==> src/sv/lcg_pkg.sv <==
`timescale 1ns / 1ps
// Shared types and constants for the life cell grid engine.
// No dependencies; every other file imports this package.
package lcg_pkg;

  localparam int DEF_GRID_ROWS = 32;
  localparam int DEF_GRID_COLS = 32;

  localparam int IDX_W    = 5;
  localparam int ACTIVE_W = 6;
  localparam int CMD_W    = 2;
  localparam int CMP_W    = 9;

  localparam int CFG_AW = 3;
  localparam int CFG_DW = 32;

  localparam logic [ACTIVE_W-1:0] ACTIVE_RESET = 6'd32;

  localparam logic REG_ACTIVE_ROWS = 1'b0;
  localparam logic REG_ACTIVE_COLS = 1'b1;

  typedef enum logic [CMD_W-1:0] {
    CMD_WRITE   = 2'd0,
    CMD_READ    = 2'd1,
    CMD_ADVANCE = 2'd2
  } cmd_t;

  typedef struct packed {
    logic [ACTIVE_W-1:0] active_rows;
    logic [ACTIVE_W-1:0] active_cols;
  } lcg_cfg_t;

  typedef struct packed {
    logic advance;
    logic write_en;
    logic write_alive;
  } lcg_cell_ctrl_t;

endpackage

==> src/sv/lcg_cell.sv <==
`timescale 1ns / 1ps
// One grid cell: holds its live bit, counts live neighbors, applies B3/S23.
// Depends on lcg_pkg for the control struct.
module lcg_cell (
  input  logic                    clk,
  input  logic                    rst_n,
  input  lcg_pkg::lcg_cell_ctrl_t ctrl,
  input  logic                    sel,
  input  logic                    active,
  input  logic [7:0]              nbr,
  output logic                    alive
);
  import lcg_pkg::*;

  logic       alive_r;
  logic       alive_nxt;
  logic [3:0] count;
  logic       rule;

  always_comb begin
    count = 4'd0;
    for (int i = 0; i < 8; i++) begin
      count = count + {3'b000, nbr[i]};
    end
  end

  assign rule = alive_r ? (count == 4'd2 || count == 4'd3) : (count == 4'd3);

  always_comb begin
    alive_nxt = alive_r;
    if (ctrl.write_en && sel) begin
      alive_nxt = ctrl.write_alive;
    end else if (ctrl.advance && active) begin
      alive_nxt = rule;
    end
  end

  always_ff @(posedge clk) begin
    if (!rst_n) begin
      alive_r <= 1'b0;
    end else begin
      alive_r <= alive_nxt;
    end
  end

  assign alive = alive_r;

endmodule

==> config.mk <==
export PLATFORM = sky130hd
export DESIGN_NAME = lcg_cell
export DESIGN_NICKNAME = d
export VERILOG_FILES = /design/src/sv/lcg_pkg.sv /design/src/sv/lcg_cell.sv
export SDC_FILE = /design/constraint.sdc
export NUM_CORES = 1
export LEC_CHECK = 0
export ABC_AREA = 0
export BUFFER_PORTS_ARGS = -buffer_cell sky130_fd_sc_hd__buf_4
export CORE_AREA = 2 2 39 41
export CTS_CLUSTER_DIAMETER = 120
export CTS_CLUSTER_SIZE = 24
export DETAILED_ROUTE_END_ITERATION = 7
export DIE_AREA = 0 0 41 43
export PLACE_DENSITY = 0.51
export SKIP_CTS_REPAIR_TIMING = 1
export SYNTH_ARGS = -nofsm -noshare
export SYNTH_HDL_FRONTEND = slang
export SYNTH_SLANG_ARGS = --single-unit
==> constraint.sdc <==
create_clock -name clk -period 7.6 [get_ports clk]
set_clock_uncertainty 0.15 [all_clocks]
set_input_delay 1.52 -clock clk [delete_from_list [all_inputs] [get_ports clk]]
set_output_delay 1.52 -clock clk [all_outputs]
set_load 0.05 [all_outputs]
# Word level (Yosys, flattened, before mapping)

Cells that the tools add are included.

Register bits after elaboration: 1
Input bits: 15
Logic and storage cells: 17

$add $sub $neg: 7
Equality and inequality tests: 2
Multiplexer cells: 3
Reduce and logical (&&, ||, !) cells: 4

Operator list:

| cell                 | number |
|---|---|
| $add A4 B1 Y4        | 4 |
| $eq A4 B2 Y1 const B | 2 |
| $add A3 B1 Y4        | 1 |
| $add A2 B1 Y3        | 1 |
| $mux W1              | 3 |
| $add A1 B1 Y2        | 1 |
| $logic_and A1 B1 Y1  | 2 |
| $reduce_bool A2 Y1   | 1 |
| $logic_or A1 B1 Y1   | 1 |

# Longest topological paths before layout

Gate-level depths: netlist (run 1).

Depth after elaboration: 12
Mapped depth: 10

# Worst setup path before layout (run 1)

No wires, ideal clock.

Kind: input port to flip-flop
From: in nbr[0]
To: reg alive_r (netlist: alive)
Library setup time: 88 ps
Data arrival time: 4203 ps
Required time: 7362 ps
Slack: 3159 ps
Cell stages on the path: 10
Path buffers: 0
Path through: inv_1 -> fa_1 -> fa_1 -> fa_1 -> inv_1 -> ha_1 -> fa_1 -> nor3b_1 -> a211oi_2 -> o32ai_2

Cells in the longest elaborated chain, start to end: 12
Elaborated cells between the ends (all ways): 13
Classes of those cells: 7 x add/sub; 2 x eq/ne; 3 x mux; 1 x reduce/logical

Ends and longest elaborated chain:

| element                         | line           | text |
|---|---|---|
| from (decl)                     | lcg_cell.sv:10 | `input logic [7:0] nbr,` |
| $add A1 B1 Y2 (*)               | lcg_cell.sv:23 | `count = count + {3'b000, nbr[i]};` |
| $add A2 B1 Y3 (*)               | lcg_cell.sv:23 |  |
| $add A3 B1 Y4 (*)               | lcg_cell.sv:23 |  |
| $add A4 B1 Y4 (*) (4 in series) | lcg_cell.sv:23 |  |
| $eq A4 B2 Y1                    | lcg_cell.sv:27 | `assign rule = alive_r ? (count == 4'd2 \|\| count == 4'd3) : (count == 4'd3);` |
| $logic_or A1 B1 Y1              | lcg_cell.sv:27 |  |
| $mux W1 (*)                     | lcg_cell.sv:27 |  |
| $mux W1 (*)                     | lcg_cell.sv:33 | `end else if (ctrl.advance && active) begin` |
| $mux W1 (*)                     | lcg_cell.sv:31 | `if (ctrl.write_en && sel) begin` |
| to (signal assigned)            | lcg_cell.sv:42 | `alive_r <= alive_nxt;` |
| to (decl)                       | lcg_cell.sv:15 | `logic alive_r;` |

Every way passes the cells marked *; elsewhere a longest branch is shown, timed or not. The select of a mux whose other input is x is not followed.
A chain may end at the register's enable or synchronous reset.

# Worst setup path in the final report (run 1)

Same ends and word-level chain as after synthesis.

==> run metrics, run 1 <==
crit path time final=4650 ps; LEAKAGE=0.216 nW; die boundary height=43 um; Starting DRT DRC Count=4; proportion of layout cells with a drive suffix above 1=0.386; highest-utilization routing layer at the global route stage=met2; global route overflow=0; Cell Rows=14; Setup crit end kind=register; Placement Cell Area=383 um^2; WL per Instance=6.42 um; maximum fanout count along the critical path=2; number of global-route vias before repair=218; area of the mapped netlist=250 um^2; part of the total power dissipated in the clock network=0; number of buffers added on ports=15; GR Util met3=0.00524; warnings from Yosys=0; final hold viol count=0; setup TNS=0 ps; proportion of total power due to net switching=0.418; met1 Resource Use GR=0.0740; residual antenna-violating net count after detailed routing=0; outcome=complete, no violations; internal power component=0.0229 mW; part of the power in registers=0.159; relative contribution of combinational cells to total power=0.841; wire length of the first global-routing pass=738 um; count of state elements after synthesis=1; sequential area share after synthesis=0.0800; Max Cap Violations=0; total count of max-transition violations in the final report=0; max reg flops=1; Rel. slew slack=0.823; drc violations=0; grt met2 use=0.0938; number of placed I/O pins=16; post-detail-place hpwl=380 um; unique cell type count in the Yosys netlist=10; pin count of the biggest net entering global routing=3; Initial Utilization=0.181; final worst setup slack=2950 ps; clock transition at the registers of the reported paths=0 ps; core area=1380 um^2; Slew @ Worst Pin=265 ps; Highest Clock Rate=0.215 GHz; Avg Cell Area, Syn=8.63 um^2; number of nets in the final layout=68; number of antenna violations at the first check in global routing=0; Die Span X=41 um; arrival time of the worst setup path=4410 ps; final cell area excluding filler cells=383 um^2; number of endpoints failing setup at the final stage=0; Worst IR Drop VDD=0.0581 mV; areal power density over the cells=103 nW/um^2; clock latency of the later-clocked register in the worst-skew pair=0 ps; die area=1760 um^2; power spent charging and discharging nets=0.0165 mW; Critical Path Source Type=primary input; global placement routability congestion=0.635; Mapped Nets=51; Mapped Cells=29; 1st-pass router iterations=4; crit share post-route=0.612; antenna cell count=0; category of the critical setup timing path=primary input to register; total via count after detailed routing=219; Hold Crit Class=register to register; sum of routed wire length over all layers=385 um; internal reg-to-reg setup slack=6760 ps; Via-to-Cell Ratio=3.65; P&R area growth vs syn=53.0%; worst slack at placement=2930 ps; RSZ-0062 raised after global routing=false; required time at the endpoint of the critical path=7360 ps; total routing usage reported by global routing=0.0542
synth_stat cells:
cell / n / area share
sky130_fd_sc_hd__inv_1: 11 / 0.17
sky130_fd_sc_hd__nand2_1: 5 / 0.075
sky130_fd_sc_hd__fa_1: 4 / 0.32
sky130_fd_sc_hd__ha_1: 3 / 0.15
sky130_fd_sc_hd__a211oi_2: 1 / 0.050
sky130_fd_sc_hd__a31oi_1: 1 / 0.025
sky130_fd_sc_hd__and4b_1: 1 / 0.040
sky130_fd_sc_hd__dfxtp_1: 1 / 0.080
sky130_fd_sc_hd__nor3b_1: 1 / 0.030
sky130_fd_sc_hd__o32ai_2: 1 / 0.065
through the flow:
stage	power [mW]	util	std cells	hold WS, ps
6_report	0.0394	0.277	60	461
3_5_place_dp	0.0401	0.277	60	473
2_1_floorplan	0.0290	-	29	688
3_3_place_gp	0.0397	0.277	60	483
4_1_cts	0.0402	0.277	60	475
5_1_grt	0.0450	0.277	60	515
area by class of cell:
cell class | count | area [um^2]
repair buffers | 15 | 113
multi-input cells | 17 | 189
inverters | 11 | 41.3
fillers | 153 | 1000
flip-flops and latches | 1 | 20.0
well taps | 16 | 20.0
path summary, 6_finish.rpt:
kind,start,to,depth (start not counted)
worst max register to register,alive$_SDFFE_PN0P_,alive$_SDFFE_PN0P_,2
worst max-delay path,nbr[0],alive$_SDFFE_PN0P_,11
worst min register to register,alive$_SDFFE_PN0P_,alive$_SDFFE_PN0P_,2
worst min-delay path,alive$_SDFFE_PN0P_,alive$_SDFFE_PN0P_,2
worst max-delay path, stage by stage:
cell and delay (ps):
sky130_fd_sc_hd__buf_4 80, sky130_fd_sc_hd__inv_1 40, sky130_fd_sc_hd__fa_1 550, sky130_fd_sc_hd__fa_1 430, sky130_fd_sc_hd__fa_1 500, sky130_fd_sc_hd__inv_1 40
sky130_fd_sc_hd__ha_1 190, sky130_fd_sc_hd__fa_1 490, sky130_fd_sc_hd__nor3b_1 260, sky130_fd_sc_hd__a211oi_2 60, sky130_fd_sc_hd__o32ai_2 240
power groups by stage:
stage | clock, mW | sequential [mW] | combinational, mW
detailed placement | 0 | 0.00627 | 0.0339
global placement | 0 | 0.00631 | 0.0334
finish | 0 | 0.00627 | 0.0331
floorplan | 0 | 0.00829 | 0.0208
global route | 0 | 0.00642 | 0.0385
CTS | 0 | 0.00629 | 0.0339
cells by family after synthesis:
group	share of synthesized area
AO/OA/AOI/OAI	0.140
adder cells (fa/ha/maj)	0.470
flip-flops	0.0800
AND/OR/NAND/NOR	0.145
buffers and inverters	0.165
routing by layer:
layer  share of wire  wire (um)
met5               0          0
met4               0          0
met3            0.13         51
met2            0.42        160
met1            0.45        173
cell usage in the layout (no fill, tap or decap):
cell type	n
sky130_fd_sc_hd__a31oi_1	1
sky130_fd_sc_hd__dfxtp_1	1
sky130_fd_sc_hd__nand2_1	5
sky130_fd_sc_hd__ha_1	3
sky130_fd_sc_hd__and4b_1	1
sky130_fd_sc_hd__a211oi_2	1
sky130_fd_sc_hd__fa_1	4
sky130_fd_sc_hd__inv_1	11
sky130_fd_sc_hd__nor3b_1	1
sky130_fd_sc_hd__buf_4	15
sky130_fd_sc_hd__o32ai_2	1
(Power assumes the default switching activity.)
==> inputs of run 2 (changes only) <==
--- a/config.mk
+++ b/config.mk
@@ -12,7 +12,7 @@
 export CTS_CLUSTER_SIZE = 24
 export DETAILED_ROUTE_END_ITERATION = 7
 export DIE_AREA = 0 0 41 43
-export PLACE_DENSITY = 0.51
+export PLACE_DENSITY = 0.52
 export SKIP_CTS_REPAIR_TIMING = 1
 export SYNTH_ARGS = -nofsm -noshare
 export SYNTH_HDL_FRONTEND = slang
==> constraint.sdc (replaced) <==
create_clock -name clk -period 3.79 [get_ports clk]
set_clock_uncertainty 0.15 [all_clocks]
set_input_delay 0.758 -clock clk [delete_from_list [all_inputs] [get_ports clk]]
set_output_delay 0.758 -clock clk [all_outputs]
set_load 0.05 [all_outputs]
==> run metrics, run 2 (same netlist as run 1, synthesis figures left out) <==
crit share post-route=1.02; global placement routability congestion=0.611 (was 0.635); Finished Core Util=0.294 (was 0.277); clock transition at the registers of the reported paths=0 ps (about the same); most frequent standard cell in the layout excluding fill and tap cells=sky130_fd_sc_hd__buf_4 (unchanged); total via count after detailed routing=225 (was 219); residual antenna-violating net count after detailed routing=0 (unchanged); required time at the endpoint of the critical path=3520 ps (was 7360 ps); category of the critical setup timing path=primary input to register (unchanged); worst slack at placement=-88.8 ps (was 2930 ps); outcome=complete, but fails checks (was complete, no violations); Slew @ Worst Pin=185 ps (was 265 ps); Via-to-Cell Ratio=3.75 (was 3.65); final cell area excluding filler cells=407 um^2 (was 383 um^2); crit-path max cell delay=550 ps (about the same); die area=1760 um^2 (unchanged); worst path cell trace=buf_6, inv_4, fa_1, fa_1, fa_1, inv_2, ha_4, fa_1, and4b_1, a211oi_2, o32ai_2 (was buf_4, inv_1, fa_1, fa_1, fa_1, inv_1, ha_1, fa_1, nor3b_1, a211oi_2, o32ai_2); number of nets in the final layout=68 (unchanged); total routing usage reported by global routing=0.0593 (was 0.0542); global route overflow=0 (unchanged); Cell Rows=14 (unchanged); register area=20.0 um^2 (unchanged); Worst IR Drop VDD=0.0960 mV (was 0.0581 mV); violations in the final reports=negative setup slack; LEAKAGE=0.217 nW (was 0.216 nW); die boundary height=43 um (unchanged); Most common cell on crit path=sky130_fd_sc_hd__fa_1 (unchanged); Max Cap Violations=0 (unchanged); Placement Cell Area=383 um^2 (unchanged); Design Power=0.0888 mW (was 0.0394 mW); number of buffers added on ports=15 (unchanged); clock latency of the later-clocked register in the worst-skew pair=0 ps (about the same); Starting DRT DRC Count=0 (was 4); WL per Instance=6.68 um (was 6.42 um); sum of routed wire length over all layers=401 um (was 385 um); number of endpoints failing setup at the final stage=1 (was 0); wire length of the first global-routing pass=807 um (was 738 um); number of global-route vias before repair=224 (was 218); post-detail-place hpwl=402 um (was 380 um); count of fill cells added during filler insertion=158 (was 153); Rel. slew slack=0.876 (was 0.823); maximum fanout count along the critical path=2 (unchanged); crit path time final=3860 ps; number of antenna violations at the first check in global routing=0 (unchanged); 1st-pass router iterations=1 (was 4); max reg flops=1 (unchanged); antenna cell count=0 (unchanged); number of placed I/O pins=16 (unchanged); Initial Utilization=0.181 (unchanged); final hold viol count=0 (unchanged); final worst setup slack=-72.3 ps (was 2950 ps); Critical Path Source Type=primary input (unchanged); P&R area growth vs syn=62.5% (was 53.0%); drc violations=0 (unchanged); Die Span X=41 um (unchanged); Highest Clock Rate=0.259 GHz; pin count of the biggest net entering global routing=3 (unchanged); combined area of the multi-input logic cells=206 um^2 (was 189 um^2); proportion of layout cells with a drive suffix above 1=0.500 (was 0.386); core area=1380 um^2 (unchanged); areal power density over the cells=218 nW/um^2 (was 103 nW/um^2); Hold Crit Class=register to register (unchanged); RSZ-0062 raised after global routing=true (was false); Setup crit end kind=register (unchanged); total count of max-transition violations in the final report=0 (unchanged); top library cells by usage in the layout, fill and taps aside=sky130_fd_sc_hd__buf_4, sky130_fd_sc_hd__inv_1, sky130_fd_sc_hd__nand2_1 (unchanged); arrival time of the worst setup path=3590 ps (was 4410 ps); master of the slowest instance on the critical path=sky130_fd_sc_hd__fa_1 (unchanged)
## run 2: cell count changes in the layout (fill, tap and decap cells not counted)
cell / before / now
sky130_fd_sc_hd__buf_6: 0 / 1
sky130_fd_sc_hd__buf_4: 15 / 14
sky130_fd_sc_hd__inv_1: 11 / 8
sky130_fd_sc_hd__nor3b_1: 1 / 0
sky130_fd_sc_hd__ha_4: 0 / 1
sky130_fd_sc_hd__inv_2: 0 / 2
sky130_fd_sc_hd__ha_1: 3 / 2
sky130_fd_sc_hd__inv_4: 0 / 1
sky130_fd_sc_hd__nor3b_2: 0 / 1
## run 2: power by group
group	internal, mW	switching [mW]	leakage, nW
combinational	0.0400	0.0362	0.209
sequential	0.0120	0.000635	0.00822
clock	0	0	0
total	0.0520	0.0368	0.217
## run 2: final timing paths
kind	startpoint	end	slack, ps	cells past startpoint
setup / recovery	nbr[3]	alive$_SDFFE_PN0P_	-70	11
setup reg to reg	alive$_SDFFE_PN0P_	alive$_SDFFE_PN0P_	2940	2
hold / removal	alive$_SDFFE_PN0P_	alive$_SDFFE_PN0P_	470	2
hold reg to reg	alive$_SDFFE_PN0P_	alive$_SDFFE_PN0P_	470	2
## run 2: worst max-delay path: cells and delay by family
kind	cells	cell delay, ps
adder cells (fa/ha/maj)	5	2130
AO/OA/AOI/OAI	2	340
AND/OR/NAND/NOR	1	210
buffers and inverters	3	140
## run 2: area by class of cell
class                           count  share of cell area
Multi-Input combinational cell     17               0.508
Tap cell                           16              0.0492
Inverter                           11               0.108
Timing Repair Buffer               15               0.286
Sequential cell                     1              0.0492
## run 2: per-stage QoR
stage	TNS (ps)	hold slack, ps	instances
2_1_floorplan	0	688	29
3_3_place_gp	-121	484	60
3_5_place_dp	-88.8	476	60
4_1_cts	-106	478	60
5_1_grt	-172	497	60
6_report	-72.3	471	60
## run 2: per-layer routing
metal,global-route usage,up-vias,share of wire
li1,-,119,-
met1,0.100,96,0.41
met2,0.0875,10,0.49
met3,0,0,0.092
met4,0,0,0
met5,0,-,0
==> inputs of run 3 (changes only) <==
--- a/config.mk
+++ b/config.mk
@@ -13,7 +13,7 @@
 export DETAILED_ROUTE_END_ITERATION = 7
 export DIE_AREA = 0 0 41 43
 export PLACE_DENSITY = 0.52
-export SKIP_CTS_REPAIR_TIMING = 1
+export REMOVE_ABC_BUFFERS = 1
 export SYNTH_ARGS = -nofsm -noshare
 export SYNTH_HDL_FRONTEND = slang
 export SYNTH_SLANG_ARGS = --single-unit
==> constraint.sdc (replaced) <==
create_clock -name clk -period 3.79 [get_ports clk]
set_clock_uncertainty 0.15 [all_clocks]
set_input_delay 0.758 -clock clk [delete_from_list [all_inputs] [get_ports clk]]
set_output_delay 0.758 -clock clk [all_outputs]
set_load 0.01 [all_outputs]
==> run metrics, run 3 (same netlist as run 1, synthesis figures left out) <==
clock transition at the registers of the reported paths=0 ps (about the same); number of cells in the finished layout apart from fillers=60 (unchanged); Setup crit end kind=register (unchanged); Worst R2R Path Depth=2 (unchanged); placed cell count=60 (unchanged); register area=20.0 um^2 (unchanged); number of global-route vias before repair=215 (was 224); sum of routed wire length over all layers=407 um (was 401 um); Worst IR Drop VDD=0.0757 mV (was 0.0960 mV); total routing usage reported by global routing=0.0563 (was 0.0593); number of buffers inserted by post-CTS setup repair=0; core area=1380 um^2 (unchanged); residual antenna-violating net count after detailed routing=0 (unchanged); wire length of the first global-routing pass=765 um (was 807 um); Max Cap Violations=0 (unchanged); Via-to-Cell Ratio=3.75 (unchanged); internal reg-to-reg setup slack=2940 ps (about the same); relative contribution of combinational cells to total power=0.840 (was 0.858); WL per Instance=6.78 um (was 6.68 um); number of buffers added on ports=15 (unchanged); post-detail-place hpwl=402 um (unchanged); Rel. slew slack=0.876 (about the same); count of fill cells added during filler insertion=159 (was 158); Critical Path Source Type=primary input (unchanged); total count of max-transition violations in the final report=0 (unchanged); Die Span X=41 um (unchanged); most frequent standard cell in the layout excluding fill and tap cells=sky130_fd_sc_hd__buf_4 (unchanged); crit path time final=3790 ps (was 3860 ps); required time at the endpoint of the critical path=3520 ps (about the same); number of endpoints failing setup at the final stage=0 (was 1); outcome=complete, no violations (was complete, but fails checks); clock latency of the later-clocked register in the worst-skew pair=0 ps (about the same); Cell Rows=14 (unchanged); final cell area excluding filler cells=397 um^2 (was 407 um^2); critical path capture point=alive$_SDFFE_PN0P_ (unchanged); final hold slack=471 ps (about the same); antenna cell count=0 (unchanged); number of antenna violations at the first check in global routing=0 (unchanged); pin count of the biggest net entering global routing=3 (unchanged); Starting DRT DRC Count=0 (unchanged); category of the critical setup timing path=primary input to register (unchanged); capture point of the worst reg-to-reg path=alive$_SDFFE_PN0P_ (unchanged); top library cells by usage in the layout, fill and taps aside=sky130_fd_sc_hd__buf_4, sky130_fd_sc_hd__inv_1, sky130_fd_sc_hd__nand2_1 (unchanged); Placement Cell Area=383 um^2 (unchanged); combined area of the multi-input logic cells=196 um^2 (was 206 um^2); RSZ-0062 raised after global routing=true (unchanged); die area=1760 um^2 (unchanged); setup TNS=0 ps (was -72.3 ps); total via count after detailed routing=225 (unchanged); met3 routed wirelength=37 um (unchanged); max reg flops=1 (unchanged); number of placed I/O pins=16 (unchanged); global route overflow=0 (unchanged); part of the power in registers=0.160 (was 0.142); met1 routed wirelength after detailed routing=166 um (was 165 um); top metal layer carrying routed signals=met3 (unchanged); crit share post-route=0.999 (was 1.02); 1st-pass router iterations=1 (unchanged); Slew @ Worst Pin=185 ps (about the same); part of the total power dissipated in the clock network=0 (about the same); die boundary height=43 um (unchanged); proportion of layout cells with a drive suffix above 1=0.477 (was 0.500); Worst setup startpoint=nbr[3] (unchanged); internal power component=0.0486 mW (was 0.0520 mW); proportion of total power due to net switching=0.384 (was 0.415); final hold viol count=0 (unchanged); global placement routability congestion=0.611 (unchanged); Initial Utilization=0.181 (unchanged); Highest Clock Rate=0.264 GHz (was 0.259 GHz); power spent charging and discharging nets=0.0302 mW (was 0.0368 mW); areal power density over the cells=199 nW/um^2 (was 218 nW/um^2); worst hold start=alive$_SDFFE_PN0P_ (unchanged); drc violations=0 (unchanged); routed wl met2=202 um (was 197 um); arrival time of the worst setup path=3510 ps (was 3590 ps); number of nets in the final layout=68 (unchanged); reg-to-reg startpoint=alive$_SDFFE_PN0P_ (unchanged); LEAKAGE=0.217 nW (about the same); Design Power=0.0788 mW (was 0.0888 mW); maximum fanout count along the critical path=2 (unchanged); Hold Crit Class=register to register (unchanged); P&R area growth vs syn=58.5% (was 62.5%)
==> run 3: changes by cell type in the layout (fill, tap and decap cells not counted) <==
cell,change
sky130_fd_sc_hd__ha_2,+1
sky130_fd_sc_hd__ha_4,-1
sky130_fd_sc_hd__inv_1,+1
sky130_fd_sc_hd__inv_2,-1
==> run 3: power groups by stage <==
stage | logic [mW] | registers [mW] | clock network (mW)
after global placement | 0.0620 | 0.0124 | 0
final | 0.0662 | 0.0126 | 0
after CTS | 0.0688 | 0.0126 | 0
after floorplan | 0.0416 | 0.0131 | 0
after global routing | 0.0774 | 0.0128 | 0
after detailed placement | 0.0634 | 0.0126 | 0
==> run 3: worst min-delay path by stage <==
stage | endpoint | slack (ps) | cells after the start
2_1_floorplan | alive$_SDFFE_PN0P_ | 480 | 2
3_3_place_gp | alive$_SDFFE_PN0P_ | 480 | 2
3_5_place_dp | alive$_SDFFE_PN0P_ | 480 | 2
4_1_cts | alive$_SDFFE_PN0P_ | 480 | 2
5_1_grt | alive$_SDFFE_PN0P_ | 500 | 2
6_report | alive$_SDFFE_PN0P_ | 470 | 2
==> run 3: layer usage <==
metal,vias up,track usage
met5,-,0
met4,0,0
met3,0,0
met2,10,0.0875
met1,96,0.0903
li1,119,-
==> run 3: layout make-up <==
cell class              count  area share
multi-input cells          17       0.495
inverters                  11       0.110
repair buffers             15       0.293
well taps                  16      0.0505
flip-flops and latches      1      0.0505
==> run 3: worst max-delay path, cell delays in order <==
cell and delay [ps]:
sky130_fd_sc_hd__buf_6 80, sky130_fd_sc_hd__inv_4 30, sky130_fd_sc_hd__fa_1 540, sky130_fd_sc_hd__fa_1 430, sky130_fd_sc_hd__fa_1 490, sky130_fd_sc_hd__inv_1 50
sky130_fd_sc_hd__ha_2 180, sky130_fd_sc_hd__fa_1 440, sky130_fd_sc_hd__and4b_1 200, sky130_fd_sc_hd__a211oi_2 240, sky130_fd_sc_hd__o32ai_2 100
==> run 3: per-stage QoR <==
step                      utilization  worst slack, ps
after global placement          0.277             -121
after floorplan                     -              111
after detailed placement        0.277            -88.8
after global routing            0.287            -99.1
after CTS                       0.285            -43.9
final                           0.287             2.52
==> run 3: timing repair <==
item | CTS | global route
hold buffers | 0 | 0
gates resized for setup | 5 | 1
pin swaps | 5 | 3
setup endpoints to repair | 1 | 1
