===== config.mk =====
export PLATFORM = sky130hd
export DESIGN_NAME = lcg_cfg
export DESIGN_NICKNAME = d
export VERILOG_FILES = /design/src/sv/lcg_pkg.sv /design/src/sv/lcg_cfg.sv
export SDC_FILE = /design/constraint.sdc
export NUM_CORES = 1
export LEC_CHECK = 0
export BUFFER_PORTS_ARGS = -buffer_cell sky130_fd_sc_hd__buf_2
export CAP_MARGIN = 0
export CORE_ASPECT_RATIO = 0.8
export CORE_MARGIN = 2
export CORE_UTILIZATION = 34
export CTS_CLUSTER_SIZE = 20
export DETAILED_ROUTE_END_ITERATION = 7
export PLACE_DENSITY = 0.78
export SLEW_MARGIN = 20
export SYNTH_ARGS = -nofsm -noshare
export SYNTH_HDL_FRONTEND = slang
export SYNTH_SLANG_ARGS = --single-unit

===== constraint.sdc =====
create_clock -name clk -period 0.8 [get_ports clk]
set_input_delay 0.04 -clock clk [delete_from_list [all_inputs] [get_ports clk]]
set_output_delay 0.04 -clock clk [all_outputs]
set_load 0.03 [all_outputs]

===== src/sv/lcg_pkg.sv =====
`timescale 1ns / 1ps
// Shared types and constants for the life cell grid engine.
// No dependencies; every other file imports this package.
package lcg_pkg;

  localparam int DEF_GRID_ROWS = 32;
  localparam int DEF_GRID_COLS = 32;

  localparam int IDX_W    = 5;
  localparam int ACTIVE_W = 6;
  localparam int CMD_W    = 2;
  localparam int CMP_W    = 9;

  localparam int CFG_AW = 3;
  localparam int CFG_DW = 32;

  localparam logic [ACTIVE_W-1:0] ACTIVE_RESET = 6'd32;

  localparam logic REG_ACTIVE_ROWS = 1'b0;
  localparam logic REG_ACTIVE_COLS = 1'b1;

  typedef enum logic [CMD_W-1:0] {
    CMD_WRITE   = 2'd0,
    CMD_READ    = 2'd1,
    CMD_ADVANCE = 2'd2
  } cmd_t;

  typedef struct packed {
    logic [ACTIVE_W-1:0] active_rows;
    logic [ACTIVE_W-1:0] active_cols;
  } lcg_cfg_t;

  typedef struct packed {
    logic advance;
    logic write_en;
    logic write_alive;
  } lcg_cell_ctrl_t;

endpackage


===== src/sv/lcg_cfg.sv =====
`timescale 1ns / 1ps
// APB-style register block for the active row and column counts.
// Depends on lcg_pkg for register codes, widths and reset values.
module lcg_cfg (
  input  logic                          clk,
  input  logic                          rst_n,
  input  logic                          psel,
  input  logic                          penable,
  input  logic                          pwrite,
  input  logic [lcg_pkg::CFG_AW-1:0]    paddr,
  input  logic [lcg_pkg::CFG_DW-1:0]    pwdata,
  output logic [lcg_pkg::CFG_DW-1:0]    prdata,
  output logic                          pready,
  output lcg_pkg::lcg_cfg_t             cfg
);
  import lcg_pkg::*;

  logic [ACTIVE_W-1:0] active_rows_r, active_rows_nxt;
  logic [ACTIVE_W-1:0] active_cols_r, active_cols_nxt;
  logic                wr_en;

  assign pready = 1'b1;
  assign wr_en  = psel && penable && pwrite;

  always_comb begin
    active_rows_nxt = active_rows_r;
    active_cols_nxt = active_cols_r;
    if (wr_en) begin
      unique case (paddr[2])
        REG_ACTIVE_ROWS: active_rows_nxt = pwdata[ACTIVE_W-1:0];
        REG_ACTIVE_COLS: active_cols_nxt = pwdata[ACTIVE_W-1:0];
        default:         active_rows_nxt = active_rows_r;
      endcase
    end
  end

  always_comb begin
    unique case (paddr[2])
      REG_ACTIVE_ROWS: prdata = CFG_DW'(active_rows_r);
      REG_ACTIVE_COLS: prdata = CFG_DW'(active_cols_r);
      default:         prdata = '0;
    endcase
  end

  always_ff @(posedge clk) begin
    if (!rst_n) begin
      active_rows_r <= ACTIVE_RESET;
      active_cols_r <= ACTIVE_RESET;
    end else begin
      active_rows_r <= active_rows_nxt;
      active_cols_r <= active_cols_nxt;
    end
  end

  assign cfg.active_rows = active_rows_r;
  assign cfg.active_cols = active_cols_r;

endmodule


== After elaboration in Yosys (flattened, before gate mapping) ==
Index checks and enable logic that the tools add are counted.

* Bits in registers: 12
* Input bits: 40
* Output and inout bits: 45
* Word-level logic and storage cells: 8

* Muxes and demuxes: 1
* Bitwise gates (word level): 1
* Reductions and logical operators: 4

{| class="wikitable"
|+ Operator list
! kind !! count
|-
| one-hot mux 32 bit (2 select lines) || 1
|-
| AND reduction 2 bit || 2
|-
| logical AND 1 bit || 2
|-
| NOT 1 bit || 1
|}

== Longest topological paths before layout ==
Gate-level depths: netlist (run 1).

* Depth in word-level cells: 3
* Gate-level depth with buffers: 4
* Depth with buffers taken out: 2

== Least setup slack after synthesis (run 1) ==
No wires, ideal clock.

* Kind: reg-to-output
* Start: reg active_cols_r[5]
* End: out prdata[5] (netlist bit)
* Data arrival time: 0.814 ns
* Data required time: 0.760 ns
* Slack: -0.054 ns
* Cell stages (with the launch flop): 2
* Buffers on the path: 0
* Path through: dfxtp_1 -> mux2_2

* Word-level cells in the longest chain between the ends: 1

{| class="wikitable"
|+ Ends and longest elaborated chain
! item !! line !! RTL
|-
| start, declared || lcg_cfg.sv:19 || <nowiki>logic [ACTIVE_W-1:0] active_cols_r, active_cols_nxt;</nowiki>
|-
| start signal, assigned || lcg_cfg.sv:51 || <nowiki>active_cols_r <= active_cols_nxt;</nowiki>
|-
| one-hot mux 32 bit (2 select lines) || lcg_cfg.sv:38 || <nowiki>unique case (paddr[2])</nowiki>
|-
| end, declared || lcg_cfg.sv:12 || <nowiki>output logic [lcg_pkg::CFG_DW-1:0] prdata,</nowiki>
|}

Every way passes these cells. The select of a mux whose other input is x is not followed.

== Final worst setup path (run 1) ==
* Start: reg active_rows_r[3]
* End: out prdata[3] (netlist bit)

* Word-level cells in the longest chain between the ends: 1

{| class="wikitable"
|+ Ends and longest elaborated chain
! item !! line !! RTL
|-
| start, declared || lcg_cfg.sv:18 || <nowiki>logic [ACTIVE_W-1:0] active_rows_r, active_rows_nxt;</nowiki>
|-
| start signal, assigned || lcg_cfg.sv:50 || <nowiki>active_rows_r <= active_rows_nxt;</nowiki>
|-
| one-hot mux 32 bit (2 select lines) || lcg_cfg.sv:38 ||
|}

Every way passes these cells. The select of a mux whose other input is x is not followed.

==> results of run 1 <==
==> report_power, final <==
part	internal, mW	total [mW]	switching [mW]
logic	0.124	0.414	0.290
clock network	0.174	0.355	0.182
registers	0.612	0.621	0.00818
==> path summary, 6_finish.rpt <==
check                                              startpoint                       endpoint  slack [ps]  depth (start not counted)
worst max-delay path            active_rows_r[3]$_SDFFE_PN0P_                      prdata[3]        -230                          2
worst min-delay path                                pwdata[0]  active_rows_r[0]$_SDFFE_PN0P_          30                          3
worst max register to register  active_rows_r[1]$_SDFFE_PN0P_  active_rows_r[1]$_SDFFE_PN0P_          20                          4
worst min register to register  active_cols_r[4]$_SDFFE_PN0P_  active_cols_r[4]$_SDFFE_PN0P_         480                          2
==> cells by family after synthesis <==
logic type / synth area share
simple gates: 0.154
other cells: 0.00963
buf+inv: 0.287
flops: 0.308
mux: 0.241
==> area by class of cell <==
class,instances,area (um2),share of cell area
clock buffers,3,22.5,0.0198
multi-input cells,65,432,0.379
well taps,25,31.3,0.0275
flip-flops and latches,12,255,0.224
repair buffers,43,398,0.349
==> flip-flops by register name, indices dropped and copies added, names as in the netlist <==
signal	count
active_cols_r	6
active_rows_r	6
==> layer usage <==
| metal | vias to the layer above | track usage |
|---|---|---|
| met4 | 0 | 0.0279 |
| met1 | 273 | 0.116 |
| met5 | - | 0 |
| met2 | 29 | 0.207 |
| li1 | 294 | - |
| met3 | 0 | 0.0496 |
==> synth_stat cells, drive strengths merged <==
cell,count
nand2,15
mux2i,12
nand4,1
nand4b,1
mux2,6
buf,30
conb,2
nor2b,3
dfxtp,12
==> worst max-delay path: stages (launching register included) <==
cell and delay, ps:
sky130_fd_sc_hd__dfxtp_2 320, sky130_fd_sc_hd__mux2_4 270, sky130_fd_sc_hd__buf_6 140
==> what timing repair did <==
action / 4_1_cts / 5_1_grt
setup buffers: 9 / 5
pin swaps: 0 / 0
setup endpoints to repair: 18 / 19
gates resized for setup: 37 / 6
==> impl_results.rst, run 1 <==
.. list-table::
   :header-rows: 1

   * - Metric
     - Value
   * - # nets final
     - 165
   * - Hold/Removal Path Class
     - primary input to flip-flop
   * - Cell count after placement
     - roughly 130
   * - Total met2 wirelength after detailed routing
     - ~800 um
   * - Cts bufs inserted
     - 3
   * - Horizontal die dimension
     - 57.5 um
   * - Leading post-synthesis cells by cell area
     - sky130_fd_sc_hd__dfxtp_1 31%, sky130_fd_sc_hd__buf_4 26%, sky130_fd_sc_hd__mux2i_1 15%
   * - Wire per inst
     - between 10 and 15 um
   * - RSZ-0062 raised after global routing
     - true
   * - Post-synthesis to final-layout area growth
     - 46.1%
   * - Final count of pins violating max slew
     - 0
   * - Maximum level of the CTS H-tree
     - 1
   * - Initial antenna violation count
     - 0
   * - Height of the chip
     - about 47 um
   * - Final std cell area, no fill
     - roughly 1100 um2
   * - Detail Route Antenna Nets
     - 0
   * - Violated checks
     - setup timing
   * - Worst clock skew
     - 0 ps
   * - Final-report hold violation count
     - 0
   * - Area of the die
     - approximately 2700 um2
   * - Initial core utilization
     - 0.361
   * - CP Data Arrival Time
     - 990 ps
   * - Cell Area, Placed
     - between 800 and 900 um2
   * - Ant diodes
     - 0
   * - Number of sinks driven by the clock tree
     - 12
   * - Number of failing setup endpoints in the final timing report
     - 16
   * - Hold_buf cts
     - 0
   * - Power Total
     - 1.39 mW
   * - Final setup TNS
     - -2260 ps
   * - Endpoint type of the worst setup path
     - primary output
   * - Later-pin clock latency in the skew report
     - approximately 260 ps
   * - Met3 Routed Length
     - between 100 and 150 um
   * - PwrDens
     - around 1200 nW/um2
   * - Share of cells above drive strength 1
     - 0.537
   * - Outcome
     - finished, violations left
   * - Min setup slack post-route
     - -230 ps
   * - Yosys synthesis warning count
     - 0
   * - Max Buffers Root-to-Sink
     - 2
   * - Detailed placement HPWL
     - around 1100 um
   * - Initial detailed-routing violation count
     - 8
   * - First-pass GRT wire length
     - between 2000 and 2500 um
   * - DR vias/cell
     - around 4.0
   * - Top-area cell type share of the netlist area
     - 0.308
   * - Worst Setup Start Kind
     - flip-flop
   * - Highest-count cells in the layout ignoring fill and taps
     - 27 x sky130_fd_sc_hd__conb_1, 24 x sky130_fd_sc_hd__buf_6, 15 x sky130_fd_sc_hd__nand2_1
   * - Vias after detailed routing
     - approximately 600
   * - Summed instance area of the synthesized netlist
     - between 700 and 800 um2
   * - Post-route core utilization
     - 0.528
   * - Total length of routed wires
     - approximately 1500 um
   * - Tot GR Track Use
     - 0.110
   * - Clock period minus worst slack
     - slightly above 1000 ps
   * - Std-Cell Rows
     - 15
   * - Leading area contributor after synthesis
     - sky130_fd_sc_hd__dfxtp_1
   * - Maximum resistive drop on vdd
     - 905 uV
   * - Routability-driven placement congestion ratio
     - ~0.6
   * - Drt drc
     - 0
   * - Clock transition at path regs
     - roughly 70 ps
   * - Critical path type
     - flip-flop to primary output
   * - Final global-route overflow total
     - 0
   * - Count of input and output buffers
     - 29
   * - Fillcell total
     - 200
   * - Leakage power
     - between 0.6 and 0.7 nW
   * - Post-synthesis cell type count
     - 11
   * - Number of ports placed on the die boundary
     - 85
   * - Required time of the worst setup path
     - ~760 ps
   * - Via count of the first global-routing pass
     - roughly 510
   * - Most common library cell in the layout ignoring fill and taps
     - sky130_fd_sc_hd__conb_1
   * - Top routing layer in use
     - met3
   * - WL met1
     - just under 600 um
   * - Post-synthesis sequential area ratio
     - 0.308
   * - Register bit count reported by yosys
     - 12
   * - Critical Path Fanout Max
     - 2
   * - Post-place setup slack
     - -88.7 ps
   * - Post-route insts no fill
     - 148
   * - Number of violations of the max-capacitance limit
     - 0
   * - Minimum hold slack
     - roughly 35 ps
   * - Placeable core region
     - about 2200 um2
   * - Post-synthesis area per instance
     - 9.51 um2
   * - Maximum number of pins on one net before global-route repair
     - 11
   * - Count of mapped cells out of synthesis
     - between 80 and 90
   * - CTS Root Cell
     - sky130_fd_sc_hd__clkbuf_4
   * - Maximum clock rate
     - 971 MHz
   * - TritonCTS clock tree
     - built
   * - Post-route fraction of the period consumed by the critical path
     - 1.29
   * - 1st-pass router iterations
     - 2
Note: power is estimated with default switching activity, not from simulation.
==> run 2: changes to the inputs <==
Settings changed: CORE_MARGIN 2 to not set.
==> run 2 against run 1 <==
Net effect: the run still ends with setup timing left; clock skew unchanged; critical path depth unchanged; utilization grew 1.9 points; setup slack worse by 13 ps; first-iteration DRC count shrank 13%; largest cell class is now buffers; combinational power is 3% higher; register-to-register slack hardly changed; sequential share of layout area is 0.76 points lower; clock-buffer cell count unchanged; worst hold slack got worse by 11 ps; die area decreased by 7.6%; cell count is 2.0% higher.
==> impl_results.rst, run 2 (same netlist as run 1, synthesis figures left out) <==
.. list-table::
   :header-rows: 1

   * - Metric
     - Value
   * - Critical path type
     - flip-flop to primary output
   * - Std-Cell Rows
     - 15
   * - Maximum number of pins on one net before global-route repair
     - 10
   * - Cell count after placement
     - 134
   * - Maximum resistive drop on vdd
     - between 600 and 700 uV
   * - Max Buffers Root-to-Sink
     - 2
   * - CP Buf/Inv Count
     - 1
   * - 1st-pass router iterations
     - 4
   * - Ant diodes
     - 0
   * - Int Pwr
     - a little over 900 uW
   * - Horizontal die dimension
     - approximately 56 um
   * - CP Data Arrival Time
     - 1000 ps
   * - Initial core utilization
     - 0.361
   * - Initial antenna violation count
     - 0
   * - Final setup TNS
     - -2230 ps
   * - Wire per inst
     - between 9 and 10 um
   * - Number of failing setup endpoints in the final timing report
     - 17
   * - Hold_buf cts
     - 0
   * - Regs by FF count
     - active_cols_r: 6 flops, active_rows_r: 6 flops
   * - Cell-by-cell trace of the critical path
     - mux2_4, buf_6
   * - Detailed placement HPWL
     - approximately 1100 um
   * - CTS Root Cell
     - sky130_fd_sc_hd__clkbuf_4
   * - Vias after detailed routing
     - between 600 and 700
   * - Largest stage delay on the critical path
     - about 330 ps
   * - Portion of total power attributed to combinational logic
     - 0.300
   * - Initial detailed-routing violation count
     - 7
   * - Highest-count cells in the layout ignoring fill and taps
     - 28 x sky130_fd_sc_hd__buf_6, 27 x sky130_fd_sc_hd__conb_1, 14 x sky130_fd_sc_hd__nand2_1
   * - Leakage power
     - around 0.66 nW
   * - Hold/Removal Path Class
     - primary input to flip-flop
   * - Post-route fraction of the period consumed by the critical path
     - 1.30
   * - Clock share of power
     - 0.262
   * - TritonCTS clock tree
     - built
   * - Later-pin clock latency in the skew report
     - 270 ps
   * - Area of the die
     - 2490 um2
   * - Detail Route Antenna Nets
     - 0
   * - Routability-driven placement congestion ratio
     - ~0.64
   * - Cell Area, Placed
     - approximately 900 um2
   * - Maximum clock rate
     - approximately 960 MHz
   * - Outcome
     - finished, violations left
   * - PwrDens
     - around 1200 nW/um2
   * - Worst Setup Start Kind
     - flip-flop
   * - Tot GR Track Use
     - 0.115
   * - Clock transition at path regs
     - 70 ps
   * - Post-place setup slack
     - -45.7 ps
   * - Most common library cell in the layout ignoring fill and taps
     - sky130_fd_sc_hd__buf_6
   * - Cts bufs inserted
     - 3
   * - Worst clock skew
     - 0 ps
   * - Number of ports placed on the die boundary
     - 85
   * - Share of power burned in registers
     - 0.438
   * - DR vias/cell
     - just over 4
   * - Maximum level of the CTS H-tree
     - 1
   * - Critical Path Fanout Max
     - 2
   * - Number of violations of the max-capacitance limit
     - 0
   * - Post-synthesis to final-layout area growth
     - 51.2%
   * - Cell class contributing the biggest share of worst-path delay
     - flip-flops
   * - Switching power of the nets
     - approximately 500 uW
   * - Violated checks
     - setup timing
   * - Share of cells above drive strength 1
     - 0.556
   * - Final std cell area, no fill
     - roughly 1200 um2
   * - Clock period minus worst slack
     - roughly 1000 ps
   * - Post-route insts no fill
     - approximately 150
   * - Count of input and output buffers
     - 29
   * - Final-report hold violation count
     - 0
   * - Required time of the worst setup path
     - approximately 760 ps
   * - Via count of the first global-routing pass
     - between 500 and 600
   * - Master of the slowest instance on the critical path
     - sky130_fd_sc_hd__dfxtp_2
   * - Height of the chip
     - ~45 um
   * - Number of sinks driven by the clock tree
     - 12
   * - RSZ-0062 raised after global routing
     - true
   * - Final count of pins violating max slew
     - 0
   * - Final global-route overflow total
     - 0
   * - Drt drc
     - 0
   * - Endpoint type of the worst setup path
     - primary output
   * - # nets final
     - approximately 170
   * - Total length of routed wires
     - 1500 um
   * - Placeable core region
     - 2160 um2
   * - First-pass GRT wire length
     - between 2000 and 2500 um
   * - Min setup slack post-route
     - -243 ps
   * - Net switching fraction of the power
     - 0.351
[run 2: changes by cell type in the layout (fill, tap and decap cells not counted), sizes merged]
| cell | delta |
|---|---|
| buf | +3 |
[run 2: final timing paths]
check / start / to / slack (ps) / depth (start not counted)
setup reg to reg: active_rows_r[3]$_SDFFE_PN0P_ / active_rows_r[3]$_SDFFE_PN0P_ / 20 / 4
hold reg to reg: active_cols_r[4]$_SDFFE_PN0P_ / active_cols_r[4]$_SDFFE_PN0P_ / 480 / 2
hold / removal: pwdata[0] / active_cols_r[0]$_SDFFE_PN0P_ / 20 / 3
setup / recovery: active_rows_r[2]$_SDFFE_PN0P_ / prdata[2] / -240 / 2
[run 2: power groups by stage]
stage / combinational (mW) / sequential, mW / clock [mW]
2_1_floorplan: 0.363 / 0.662 / 0
3_3_place_gp: 0.361 / 0.636 / 0
3_5_place_dp: 0.364 / 0.637 / 0
4_1_cts: 0.414 / 0.620 / 0.394
5_1_grt: 0.451 / 0.623 / 0.414
6_report: 0.426 / 0.621 / 0.371
[run 2: layout make-up]
type	count	area, um2
Clock buffer	3	22.5
Multi-Input combinational cell	65	434
Tap cell	25	31.3
Timing Repair Buffer	46	435
Fill cell	203	980
Sequential cell	12	255
[run 2: timing repair]
| action | in CTS | in global routing |
|---|---|---|
| endpoints found under the setup margin | 18 | 18 |
| buffers inserted | 10 | 5 |
| gates resized for setup | 39 | 9 |
| cloned | 0 | 0 |
[run 2: worst min-delay path, delay by kind of cell]
family,cells,cell delay [ps]
buf+inv,1,100
mux,1,60
simple gates,1,60
[run 2: metrics by stage]
stage	utilization	hold WS, ps	power, mW
floorplan	-	193	1.02
global route	0.546	20.6	1.49
detailed placement	0.416	312	1.00
finish	0.546	23.7	1.42
CTS	0.519	15.4	1.43
global placement	0.416	302	0.997
[run 2: layer usage]
metal  track usage  up-vias  wire, um
li1              -      303         -
met1         0.149      278       693
met2         0.181       30       708
met3        0.0315        0       102
met4        0.0600        0         0
met5             0        -         0
==> run 3: changes to the inputs <==
Settings changed: ABC_AREA set to 1, PLACE_DENSITY 0.78 to 0.76.
==> run 3 against run 2 <==
Net effect: critical path depth up 1; design area down 6.5%; global-route usage up 2.4 points; utilization down 4.4 points; sequential share of layout area up 1.5 points; synthesized cell count up 46%; flip-flop and latch count unchanged; maximum frequency up 11%; non-clock buffer count down 7; via count up 23%; the run still ends with setup timing left.
==> impl_results.rst, run 3 <==
.. list-table::
   :header-rows: 1

   * - Metric
     - Value
   * - Maximum clock rate
     - 1060 MHz
   * - Post-synthesis area per instance
     - between 6 and 7 um2
   * - CP Buf/Inv Count
     - 1
   * - Regs by FF count
     - active_cols_r: 6 flops, active_rows_r: 6 flops
   * - Cell class contributing the biggest share of worst-path delay
     - flip-flops
   * - Fillcell total
     - approximately 210
   * - Ranking of synthesized cells by instance count
     - 31 x sky130_fd_sc_hd__nand2_1, 27 x sky130_fd_sc_hd__buf_4, 20 x sky130_fd_sc_hd__nor2_1
   * - Post-synthesis sequential area ratio
     - 0.296
   * - Number of violations of the max-capacitance limit
     - 0
   * - Required time of the worst setup path
     - 760 ps
   * - Wire per inst
     - between 9 and 10 um
   * - Area of the die
     - roughly 2600 um2
   * - Outcome
     - finished, violations left
   * - Std-Cell Rows
     - 15
   * - Min setup slack post-route
     - -139 ps
   * - Post-route fraction of the period consumed by the critical path
     - 1.17
   * - Share of synthesized cell area in full adder, half adder and majority cells
     - 0
   * - Number of failing setup endpoints in the final timing report
     - 13
   * - Most frequently used flop master after synthesis
     - sky130_fd_sc_hd__dfxtp_1
   * - Master of the slowest instance on the critical path
     - sky130_fd_sc_hd__dfxtp_2
   * - Max Buffers Root-to-Sink
     - 2
   * - Violated checks
     - setup timing
   * - Height of the chip
     - 45.7 um
   * - Register bit count reported by yosys
     - 12
   * - Initial detailed-routing violation count
     - 17
   * - Count of input and output buffers
     - 29
   * - Post-place setup slack
     - -4.81 ps
   * - Yosys synthesis warning count
     - 0
   * - Endpoint type of the worst setup path
     - primary output
   * - Clock period minus worst slack
     - between 900 and 1000 ps
   * - Final global-route overflow total
     - 0
   * - Post-synthesis to final-layout area growth
     - 35.7%
   * - Area of the multi-input gates
     - between 400 and 500 um2
   * - Drt drc
     - 0
   * - Sequential cell area
     - approximately 260 um2
   * - Detailed placement HPWL
     - 1160 um
   * - Hold/Removal Path Class
     - primary input to flip-flop
   * - Portion of total power attributed to combinational logic
     - 0.306
   * - First-pass GRT wire length
     - between 2000 and 3000 um
   * - TritonCTS clock tree
     - built
   * - Net switching fraction of the power
     - 0.359
   * - 1st-pass router iterations
     - 4
   * - Share of power burned in registers
     - 0.394
   * - Summed instance area of the synthesized netlist
     - 812 um2
   * - PwrDens
     - 1470 nW/um2
   * - Minimum hold slack
     - around 77 ps
   * - Cell-by-cell trace of the critical path
     - nand2_1, nand2_1, buf_6
   * - EDFF count, synth
     - 0
   * - Maximum number of pins on one net before global-route repair
     - 14
   * - # nets final
     - just under 200
   * - Worst-case register-to-register setup slack
     - about 50 ps
   * - Xor-xnor portion of the synthesized cell area
     - 0
   * - Cts bufs inserted
     - 3
   * - Tot GR Track Use
     - 0.139
   * - Fraction of synthesized area in multiplexers
     - 0
   * - Largest stage delay on the critical path
     - ~350 ps
   * - Detail Route Antenna Nets
     - 0
   * - Worst clock skew
     - 0 ps
   * - Horizontal die dimension
     - roughly 57 um
   * - Leading post-synthesis cells by cell area
     - sky130_fd_sc_hd__dfxtp_1 30%, sky130_fd_sc_hd__buf_4 25%, sky130_fd_sc_hd__nand2_1 14%
   * - Highest-count cells in the layout ignoring fill and taps
     - 31 x sky130_fd_sc_hd__nand2_1, 27 x sky130_fd_sc_hd__conb_1, 20 x sky130_fd_sc_hd__nor2_1
   * - Worst Setup Start Kind
     - flip-flop
   * - Total length of routed wires
     - between 1500 and 2000 um
   * - Int Pwr
     - between 1 and 1.5 mW
   * - Clock transition at path regs
     - approximately 80 ps
   * - Final count of pins violating max slew
     - 0
   * - Count of mapped cells out of synthesis
     - 120
   * - Later-pin clock latency in the skew report
     - 270 ps
   * - Leakage power
     - roughly 0.6 nW
   * - Routability-driven placement congestion ratio
     - 0.684
   * - Critical path type
     - flip-flop to primary output
   * - Proportion of synthesized flip-flops having asynchronous set or reset
     - 0
   * - CTS Root Cell
     - sky130_fd_sc_hd__clkbuf_4
   * - Most common library cell in the layout ignoring fill and taps
     - sky130_fd_sc_hd__nand2_1
   * - DR vias/cell
     - 4.11
   * - Most prevalent standard cell on the critical path
     - sky130_fd_sc_hd__nand2_1
   * - Maximum resistive drop on vdd
     - between 1000 and 1500 uV
   * - Area fraction in compound gates after synthesis
     - 0.0123
   * - Number of sinks driven by the clock tree
     - 12
   * - Post-synthesis cell type count
     - 16
   * - Clock share of power
     - 0.300
   * - Via count of the first global-routing pass
     - between 600 and 700
   * - RSZ-0062 raised after global routing
     - true
   * - CP Data Arrival Time
     - approximately 900 ps
   * - Final-report hold violation count
     - 0
   * - Maximum level of the CTS H-tree
     - 1
   * - Critical Path Fanout Max
     - 3
   * - Leading area contributor after synthesis
     - sky130_fd_sc_hd__dfxtp_1
   * - Placeable core region
     - approximately 2200 um2
   * - Top-area cell type share of the netlist area
     - 0.296
   * - Initial antenna violation count
     - 0
   * - Share of cells above drive strength 1
     - 0.392
   * - Number of ports placed on the die boundary
     - between 80 and 90
   * - Switching power of the nets
     - around 580 uW
   * - Vias after detailed routing
     - around 750
   * - Dominant cell by count in the synthesized netlist
     - sky130_fd_sc_hd__nand2_1
   * - Dominant combinational cell family by area after synthesis
     - simple AND/OR/NAND/NOR gates
   * - Fraction of the mapped netlist area in simple logic gates
     - 0.376
   * - Ant diodes
     - 0
   * - Initial core utilization
     - 0.370
==> run 3: power groups by stage <==
stage,clock network [mW],logic [mW],registers (mW)
4_1_cts,0.503,0.485,0.640
3_3_place_gp,0,0.439,0.650
5_1_grt,0.530,0.532,0.643
3_5_place_dp,0,0.441,0.651
2_1_floorplan,0,0.401,0.692
6_report,0.488,0.497,0.640
==> run 3: path summary, 6_finish.rpt <==
check,cells past startpoint,endpoint,startpoint
worst min-delay path,2,active_rows_r[5]$_SDFFE_PN1P_,rst_n
worst min register to register,2,active_rows_r[3]$_SDFFE_PN0P_,active_rows_r[3]$_SDFFE_PN0P_
worst max register to register,3,active_cols_r[2]$_SDFFE_PN0P_,active_cols_r[2]$_SDFFE_PN0P_
worst max-delay path,3,prdata[1],active_cols_r[1]$_SDFFE_PN0P_
==> run 3: what timing repair did <==
item,CTS,global route
resized for setup,30,5
setup buffers,1,3
hold buffers,1,0
endpoints found under the setup margin,18,18
endpoints found under the hold margin,2,0
==> run 3: logic make-up after synthesis <==
kind of cell / count (synthesis)
flops: 12
other cells: 2
simple gates: 67
buf+inv: 37
compound gates: 2
==> run 3: final cells by class <==
type	instances	area share
clock buffers	4	0.0329
inverters	7	0.0238
multi-input cells	96	0.378
flip-flops and latches	12	0.232
well taps	25	0.0284
repair buffers	39	0.305
==> run 3: metrics by stage <==
| step | total power, mW | TNS, ps | utilization | instances | instance area, um2 |
|---|---|---|---|---|---|
| after floorplan | 1.09 | 0 | - | 145 | 921 |
| after global placement | 1.09 | 0 | 0.421 | 174 | 925 |
| after detailed placement | 1.09 | -4.81 | 0.421 | 174 | 925 |
| after CTS | 1.63 | -1030 | 0.488 | 180 | 1070 |
| after global routing | 1.71 | -1730 | 0.502 | 183 | 1100 |
| final | 1.63 | -1110 | 0.502 | 183 | 1100 |
==> run 3: metal layers <==
metal,GRT usage,wire [um],up-vias
li1,-,-,389
met1,0.148,725,330
met2,0.261,867,34
met3,0.0597,122,0
met4,0.0293,0,0
met5,0,0,-
